File: config.mk
export PLATFORM = sky130hd
export DESIGN_NAME = ctc_greedy_decoder
export DESIGN_NICKNAME = d
export VERILOG_FILES = /design/src/hw/rtl/ctcgd_pkg.sv /design/src/hw/rtl/ctc_greedy_decoder.sv
export SDC_FILE = /design/constraint.sdc
export NUM_CORES = 1
export LEC_CHECK = 0
export BUFFER_PORTS_ARGS = -buffer_cell sky130_fd_sc_hd__buf_2
export CORE_MARGIN = 10
export CORE_UTILIZATION = 50
export DETAILED_ROUTE_END_ITERATION = 6
export PLACE_DENSITY = 0.69
export SKIP_CTS_REPAIR_TIMING = 1
export SYNTH_ARGS = -nofsm -noshare
export SYNTH_HDL_FRONTEND = slang
export SYNTH_SLANG_ARGS = --single-unit
File: constraint.sdc
create_clock -name clk -period 10.6 [get_ports clk]
set_input_delay 1.59 -clock clk [delete_from_list [all_inputs] [get_ports clk]]
set_output_delay 1.59 -clock clk [all_outputs]
set_load 0.02 [all_outputs]
File: src/hw/rtl/ctcgd_pkg.sv
// Shared types and constants for the CTC greedy decoder.
package ctcgd_pkg;

    localparam int SCORE_W    = 32;
    localparam int CFG_ADDR_W = 2;
    localparam int CFG_DATA_W = 13;
    localparam int NCLS_W     = 11;
    localparam int CLASS_W    = 10;
    localparam int LEN_W      = 13;
    localparam int OUT_DATA_W = CLASS_W + LEN_W + 1;

    typedef enum logic [CFG_ADDR_W-1:0] {
        REG_NUM_CLASSES    = 2'd0,
        REG_BLANK_INDEX    = 2'd1,
        REG_MERGE_REPEATED = 2'd2,
        REG_MAX_STEPS      = 2'd3
    } cfg_reg_t;

    typedef enum logic {
        CMD_SCORE = 1'b0,
        CMD_END   = 1'b1
    } cmd_t;

    typedef enum logic {
        KIND_SYMBOL  = 1'b0,
        KIND_SUMMARY = 1'b1
    } kind_t;

    localparam logic [NCLS_W-1:0]  RST_NUM_CLASSES    = 11'd1024;
    localparam logic [CLASS_W-1:0] RST_BLANK_INDEX    = 10'd1023;
    localparam logic               RST_MERGE_REPEATED = 1'b1;
    localparam logic [LEN_W-1:0]   RST_MAX_STEPS      = 13'd4096;

endpackage

File: src/hw/rtl/ctc_greedy_decoder.sv
// CTC greedy decoder: streaming argmax per time step with blank and repeat removal.
// Takes one transfer per cycle: a class score or an end-of-sequence command. Each item
// passes from an input register through one compare-and-update of the running argmax
// to a result register, so one item is accepted in every cycle while the result side
// is not stalled; a stalled result holds both stages. The last score of a step
// produces a class symbol unless the step's argmax is the blank or a merged repeat; an
// end command produces a summary with the decoded length and a too-long flag, then
// clears all sequence state. A partial step at the end command is discarded, steps past
// max_steps are dropped and flagged. Configuration writes take effect at the next edge
// and must be made while no item is in flight.
module ctc_greedy_decoder #(
    parameter int MAX_CLASSES    = 1024,
    parameter int MAX_TIME_STEPS = 4096
) (
    input  logic                                clk,
    input  logic                                rst_n,
    // configuration
    input  logic                                cfg_we,
    input  logic [ctcgd_pkg::CFG_ADDR_W-1:0]    cfg_addr,
    input  logic [ctcgd_pkg::CFG_DATA_W-1:0]    cfg_data,
    // input stream
    input  logic                                s_tvalid,
    output logic                                s_tready,
    input  logic [ctcgd_pkg::SCORE_W-1:0]       s_tdata,   // [31:0] score
    input  logic                                s_tuser,   // [0] cmd
    // result stream
    output logic                                m_tvalid,
    input  logic                                m_tready,
    output logic [ctcgd_pkg::OUT_DATA_W-1:0]    m_tdata,   // [9:0] class_index,
                                                           // [22:10] decoded_length,
                                                           // [23] too_long
    output logic                                m_tuser    // [0] result_kind
);

    localparam int CNT_W = $clog2(MAX_CLASSES + 1);
    localparam int IDX_W = $clog2(MAX_CLASSES);
    localparam int STP_W = $clog2(MAX_TIME_STEPS + 1);
    localparam int NCW   = (CNT_W > ctcgd_pkg::NCLS_W) ? CNT_W : ctcgd_pkg::NCLS_W;
    localparam int MSW   = (STP_W > ctcgd_pkg::LEN_W) ? STP_W : ctcgd_pkg::LEN_W;
    localparam int BCW   = (IDX_W > ctcgd_pkg::CLASS_W) ? IDX_W : ctcgd_pkg::CLASS_W;

    // configuration registers
    logic [ctcgd_pkg::NCLS_W-1:0]  num_classes_reg;
    logic [ctcgd_pkg::CLASS_W-1:0] blank_index_reg;
    logic                          merge_repeated_reg;
    logic [ctcgd_pkg::LEN_W-1:0]   max_steps_reg;

    // input stage
    logic                          in_valid_reg;
    ctcgd_pkg::cmd_t               in_cmd_reg;
    logic signed [ctcgd_pkg::SCORE_W-1:0] in_score_reg;

    // sequence state
    logic signed [ctcgd_pkg::SCORE_W-1:0] best_score_reg, best_score_next;
    logic [IDX_W-1:0]              best_class_reg, best_class_next;
    logic [CNT_W-1:0]              class_cnt_reg, class_cnt_next;
    logic [IDX_W-1:0]              prev_class_reg, prev_class_next;
    logic                          prev_valid_reg, prev_valid_next;
    logic [STP_W-1:0]              step_cnt_reg, step_cnt_next;
    logic [STP_W-1:0]              emitted_reg, emitted_next;
    logic                          overflow_reg, overflow_next;

    // result stage
    logic                          out_valid_reg, out_valid_next;
    ctcgd_pkg::kind_t              out_kind_reg, out_kind_next;
    logic [ctcgd_pkg::CLASS_W-1:0] out_class_reg, out_class_next;
    logic [ctcgd_pkg::LEN_W-1:0]   out_len_reg, out_len_next;
    logic                          out_long_reg, out_long_next;

    logic                          out_free;
    logic                          proc;
    logic                          take;
    logic [CNT_W-1:0]              cnt_inc;
    logic [NCW-1:0]                nc_ext;
    logic [NCW-1:0]                eff_c;
    logic [MSW-1:0]                ms_ext;
    logic [MSW-1:0]                eff_max;
    logic                          step_done;
    logic [IDX_W-1:0]              step_class;
    logic                          emit;

    assign out_free = !out_valid_reg || m_tready;
    assign proc     = in_valid_reg && out_free;
    assign s_tready = !in_valid_reg || out_free;

    // effective class count and step limit
    always_comb
    begin
        nc_ext = NCW'(num_classes_reg);
        eff_c  = (nc_ext > NCW'(MAX_CLASSES)) ? NCW'(MAX_CLASSES) : nc_ext;
        if (eff_c == '0)
        begin
            eff_c = NCW'(1);
        end
        ms_ext  = MSW'(max_steps_reg);
        eff_max = (ms_ext > MSW'(MAX_TIME_STEPS)) ? MSW'(MAX_TIME_STEPS) : ms_ext;
    end

    always_comb
    begin
        take       = (class_cnt_reg == '0) || (in_score_reg > best_score_reg);
        cnt_inc    = class_cnt_reg + CNT_W'(1);
        step_done  = NCW'(cnt_inc) >= eff_c;
        step_class = take ? IDX_W'(class_cnt_reg) : best_class_reg;
        emit       = (BCW'(step_class) != BCW'(blank_index_reg)) &&
                     !(merge_repeated_reg && prev_valid_reg && (step_class == prev_class_reg));

        best_score_next = best_score_reg;
        best_class_next = best_class_reg;
        class_cnt_next  = class_cnt_reg;
        prev_class_next = prev_class_reg;
        prev_valid_next = prev_valid_reg;
        step_cnt_next   = step_cnt_reg;
        emitted_next    = emitted_reg;
        overflow_next   = overflow_reg;

        out_valid_next  = out_valid_reg && !m_tready;
        out_kind_next   = out_kind_reg;
        out_class_next  = out_class_reg;
        out_len_next    = out_len_reg;
        out_long_next   = out_long_reg;

        if (proc)
        begin
            if (in_cmd_reg == ctcgd_pkg::CMD_END)
            begin
                out_valid_next  = 1'b1;
                out_kind_next   = ctcgd_pkg::KIND_SUMMARY;
                out_class_next  = '0;
                out_len_next    = ctcgd_pkg::LEN_W'(emitted_reg);
                out_long_next   = overflow_reg;
                best_score_next = '0;
                best_class_next = '0;
                class_cnt_next  = '0;
                prev_class_next = '0;
                prev_valid_next = 1'b0;
                step_cnt_next   = '0;
                emitted_next    = '0;
                overflow_next   = 1'b0;
            end
            else if (!step_done)
            begin
                // accumulate the running maximum of this step
                best_score_next = take ? in_score_reg : best_score_reg;
                best_class_next = step_class;
                class_cnt_next  = cnt_inc;
            end
            else
            begin
                best_score_next = '0;
                best_class_next = '0;
                class_cnt_next  = '0;
                if (MSW'(step_cnt_reg) >= eff_max)
                begin
                    // drop the step, flag the overrun
                    overflow_next = 1'b1;
                end
                else
                begin
                    step_cnt_next   = step_cnt_reg + STP_W'(1);
                    prev_class_next = step_class;
                    prev_valid_next = 1'b1;
                    if (emit)
                    begin
                        emitted_next   = emitted_reg + STP_W'(1);
                        out_valid_next = 1'b1;
                        out_kind_next  = ctcgd_pkg::KIND_SYMBOL;
                        out_class_next = ctcgd_pkg::CLASS_W'(step_class);
                        out_len_next   = '0;
                        out_long_next  = 1'b0;
                    end
                end
            end
        end
    end

    // configuration writes
    always_ff @(posedge clk or negedge rst_n)
    begin
        if (!rst_n)
        begin
            num_classes_reg    <= ctcgd_pkg::RST_NUM_CLASSES;
            blank_index_reg    <= ctcgd_pkg::RST_BLANK_INDEX;
            merge_repeated_reg <= ctcgd_pkg::RST_MERGE_REPEATED;
            max_steps_reg      <= ctcgd_pkg::RST_MAX_STEPS;
        end
        else if (cfg_we)
        begin
            case (ctcgd_pkg::cfg_reg_t'(cfg_addr))
                ctcgd_pkg::REG_NUM_CLASSES:
                    num_classes_reg <= cfg_data[ctcgd_pkg::NCLS_W-1:0];
                ctcgd_pkg::REG_BLANK_INDEX:
                    blank_index_reg <= cfg_data[ctcgd_pkg::CLASS_W-1:0];
                ctcgd_pkg::REG_MERGE_REPEATED:
                    merge_repeated_reg <= cfg_data[0];
                ctcgd_pkg::REG_MAX_STEPS:
                    max_steps_reg <= cfg_data[ctcgd_pkg::LEN_W-1:0];
                default:
                    ;
            endcase
        end
    end

    // input register
    always_ff @(posedge clk or negedge rst_n)
    begin
        if (!rst_n)
        begin
            in_valid_reg <= 1'b0;
        end
        else if (s_tready)
        begin
            in_valid_reg <= s_tvalid;
        end
    end

    always_ff @(posedge clk)
    begin
        if (s_tready && s_tvalid)
        begin
            in_cmd_reg   <= ctcgd_pkg::cmd_t'(s_tuser);
            in_score_reg <= s_tdata;
        end
    end

    // sequence state and result register
    always_ff @(posedge clk or negedge rst_n)
    begin
        if (!rst_n)
        begin
            best_score_reg <= '0;
            best_class_reg <= '0;
            class_cnt_reg  <= '0;
            prev_class_reg <= '0;
            prev_valid_reg <= 1'b0;
            step_cnt_reg   <= '0;
            emitted_reg    <= '0;
            overflow_reg   <= 1'b0;
            out_valid_reg  <= 1'b0;
        end
        else
        begin
            best_score_reg <= best_score_next;
            best_class_reg <= best_class_next;
            class_cnt_reg  <= class_cnt_next;
            prev_class_reg <= prev_class_next;
            prev_valid_reg <= prev_valid_next;
            step_cnt_reg   <= step_cnt_next;
            emitted_reg    <= emitted_next;
            overflow_reg   <= overflow_next;
            out_valid_reg  <= out_valid_next;
        end
    end

    always_ff @(posedge clk)
    begin
        out_kind_reg  <= out_kind_next;
        out_class_reg <= out_class_next;
        out_len_reg   <= out_len_next;
        out_long_reg  <= out_long_next;
    end

    assign m_tvalid = out_valid_reg;
    assign m_tuser  = out_kind_reg;
    assign m_tdata  = {out_long_reg, out_len_reg, out_class_reg};

    a_emitted_le_steps: assert property (@(posedge clk) disable iff (!rst_n)
        emitted_reg <= step_cnt_reg)
        else $error("more symbols emitted than steps decoded");

    a_cnt_in_range: assert property (@(posedge clk) disable iff (!rst_n)
        class_cnt_reg < CNT_W'(MAX_CLASSES))
        else $error("class counter out of range");

    a_stall_only_when_full: assert property (@(posedge clk) disable iff (!rst_n)
        !s_tready |-> in_valid_reg && out_valid_reg && !m_tready)
        else $error("input stalled with a free stage");

    a_end_clears: assert property (@(posedge clk) disable iff (!rst_n)
        proc && in_cmd_reg == ctcgd_pkg::CMD_END |=>
            emitted_reg == '0 && step_cnt_reg == '0 && !overflow_reg && !prev_valid_reg
            && m_tvalid && m_tuser == ctcgd_pkg::KIND_SUMMARY)
        else $error("end command did not report and clear the sequence");

endmodule

==> results.toml <==
[run_status]
status = "complete, no violations"

[sta]
setup_viol = 0
setup-tns-final_ns = 0
rsz0062_at_grt = "no"
min_period_ns = 4.720
worst_slew_pin_slew_ns = 1.210
maxSlewHeadroom = 0.1927
fin_worst_skew_ns = 0.009208
slew_viol_final = 0
hold_viol = 0
fmax_mhz = 211.9
finalCritPeriodShare = 0.4453

[floorplan]
dieArea_um2 = 25050
die_h_um = 158.3
fp.dieW_um = 158.3
pin_count = 80
std_cell_rows = 50
core_um2 = 18770
initial_utilization = 0.5095

[yosys]
synth_common_cells = "nand2_1 (117), dfrtp_1 (115), ha_1 (60)"
synthCells = 886
ys_seq_area_frac = 0.5188
yosysWarnings = 0
ys_ff_latch = 186
async_reset_ff_frac = 0.6882
netlist_area_um2 = 9562
synth_area_leader_cell = "dfrtp_1"
synthesis.nets = 999
post_synth_num_cell_types = 70
synth_flop_cell = "dfrtp_1"
postSynthAreaPerCell_um2 = 10.79
synth_top_cell_area_share = 0.3010
synthTopCellsByArea = "dfrtp_1 (30%), edfxtp_1 (18%), ha_1 (7.9%)"
synth_edf_count = 58
synth.most_common_cell = "nand2_1"

[critical_path]
crit_path_max_fanout = 37
crit_family = "simple AND/OR/NAND/NOR gates"
crit_chain = "ha_1 -> nand3_1 -> nor4_1 -> nand3_1 -> xnor2_1 -> ha_1 -> a211o_1 -> a31oi_1 -> nor2_1 -> o311ai_1 -> buf_4 -> or2_2 -> nor2_2"
crit_slowest_cell = "nor2_2"
cp-end-kind = "flop"
cp.required_ns = 10.65
startpoint_type = "flop"
critPathKind = "flop to flop"
max_stage_delay_ns = 1.02
crit_buf_inv = 1
worstPathArrival_ns = 4.77

[placement]
hpwlAfterDp_um = 15250
gp_congestion = 0.8957
place_area_um2 = 10160
dp.cells = 1169
io_buffer_count = 79

[layout]
layout-drive-gt1-share = 0.1903
nNetsFinal = 1067
syn_to_final_growth_pct = 12.86
final_area_um2 = 10790
fin_cells = 1201
antenna_cells = 0
nFillCells = 1549

[pwr]
p_total_uw = 2535
leakagePower_uw = 0.004738
p_switching_uw = 868.7
p_int_uw = 1666
combPwrFrac = 0.314
power.share.clock = 0.269
powerDensity_nw_per_um2 = 234.9
seqPwrFrac = 0.417
ir_drop_uv = 145.2
swShare = 0.3427

[global_routing]
busiest_layer = "met2"
grt_use_total = 0.1761
antenna_found_initial = 0
use_met2 = 0.2817
gr-total-overflow = 0
grt_max_degree = 49
grt_pass1_wl_um = 35330
globalRouteMet1Util = 0.2404
use_met3 = 0.03751
first_global_vias = 6866

[clock_tree]
cts_made_buffers = 17
h-tree-depth = 4
cts_root_buf = "clkbuf_16"
clock_latency_ns = 0.43
cts_tree = "built"
clock_sinks = 186
cts.clk_slew.worst_paths_ns = 0.06
cts_buffer_depth = 2

[detailed_routing]
ant_nets = 0
wl_um = 21280
viasPerCell = 5.724
drc_errors = 0
num_vias = 6875
drt_iter0_drc = 550
wl_per_cell_um = 17.72
first_pass_iters = 5

[worst_hold_path]
hold_path_class = "flop to flop"

[flow_run]
cap_viol_max_count = 0
-- stage by stage --
| step | utilization | hold WS (ns) | worst slack (ns) |
|---|---|---|---|
| 2_1_floorplan | - | 0.4492 | 6.164 |
| 6_report | 0.5750 | 0.4845 | 5.880 |
| 3_3_place_gp | 0.5413 | 0.4727 | 5.968 |
| 3_5_place_dp | 0.5413 | 0.4757 | 5.890 |
| 5_1_grt | 0.5750 | 0.5266 | 5.432 |
| 4_1_cts | 0.5750 | 0.4910 | 5.864 |
-- worst register-to-register path, stage by stage (launching register included) --
cell and delay [ns]:
dfrtp_1 0.53, ha_1 0.29, nand3_1 0.18, nor4_1 0.41
nand3_1 0.14, xnor2_1 0.17, ha_1 0.30, a211o_1 0.17
a31oi_1 0.05, nor2_1 0.15, o311ai_1 0.13, buf_4 0.20
or2_2 0.58, nor2_2 1.03
-- cell type report --
cell class	count	area (um2)	area share
well taps	234	292.8	0.02713
clock inverters	13	190.2	0.01762
inverters	53	198.9	0.01843
clock buffers	19	442.9	0.04104
multi-input cells	606	4225	0.3915
repair buffers	90	480.5	0.04452
flip-flops and latches	186	4961	0.4597
-- cell families (layout without fill, tap and decap cells) --
logic type	after synthesis	count (layout)	share of synthesized area
AOI/OAI and AO/OA	198	198	0.1467
xor gates and xnor gates	21	21	0.01924
adders and majority gates	60	60	0.07851
buffers and inverters	94	175	0.04017
DFF	186	186	0.5188
muxes	47	47	0.05391
and+or+nand+nor	280	280	0.1426
-- cell usage in the layout (no fill, tap or decap), types with 6 or more instances in the layout --
cell       Yosys  routed
nand2_1      117     117
dfrtp_1      115     115
buf_2          4      78
ha_1          60      60
edfxtp_1      58      58
inv_1         53      53
a21oi_1       42      42
a22o_1        42      42
nor2_1        39      37
mux2_2        36      36
o21ai_0       33      33
nand3_1       18      18
xnor2_1       18      18
and2_1        17      17
clkbuf_16      0      17
nor4_1        15      15
and3_1        13      13
dfstp_2       13      13
nor3_1        12      12
buf_4          1      12
mux2i_1       11      11
nor2b_1       10      10
a21o_1        10      10
nand2b_1       9       9
a31oi_1        8       8
o211ai_1       8       8
a211o_1        7       7
nand4_1        6       6
-- routing by layer --
| layer | up-vias | part of all wire |
|---|---|---|
| met4 | 0 | 0.010 |
| met5 | - | 0 |
| met2 | 175 | 0.47 |
| met1 | 3341 | 0.46 |
| li1 | 3339 | - |
| met3 | 20 | 0.056 |
-- path summary, 6_finish.rpt --
path                              startpoint            endpoint  slack [ns]  cells past startpoint
max reg2reg                 class_cnt_reg[0]    out_class_reg[2]        5.88                     13
min in group asynchronous              rst_n  best_score_reg[25]        1.12                      1
max                         class_cnt_reg[0]    out_class_reg[2]        5.88                     13
min                        best_class_reg[5]   best_class_reg[5]        0.48                      2
min reg2reg                best_class_reg[5]   best_class_reg[5]        0.48                      2
max in group asynchronous              rst_n   best_class_reg[9]        7.87                      3
-- power groups by stage --
| stage | registers (uW) | clock network [uW] | logic, uW |
|---|---|---|---|
| 2_1_floorplan | 1040 | 0 | 605 |
| 3_3_place_gp | 1060 | 0 | 778 |
| 3_5_place_dp | 1070 | 0 | 797 |
| 4_1_cts | 1050 | 691 | 804 |
| 5_1_grt | 1080 | 722 | 911 |
| 6_report | 1060 | 682 | 796 |
Note: power is estimated with default switching activity, not from simulation.
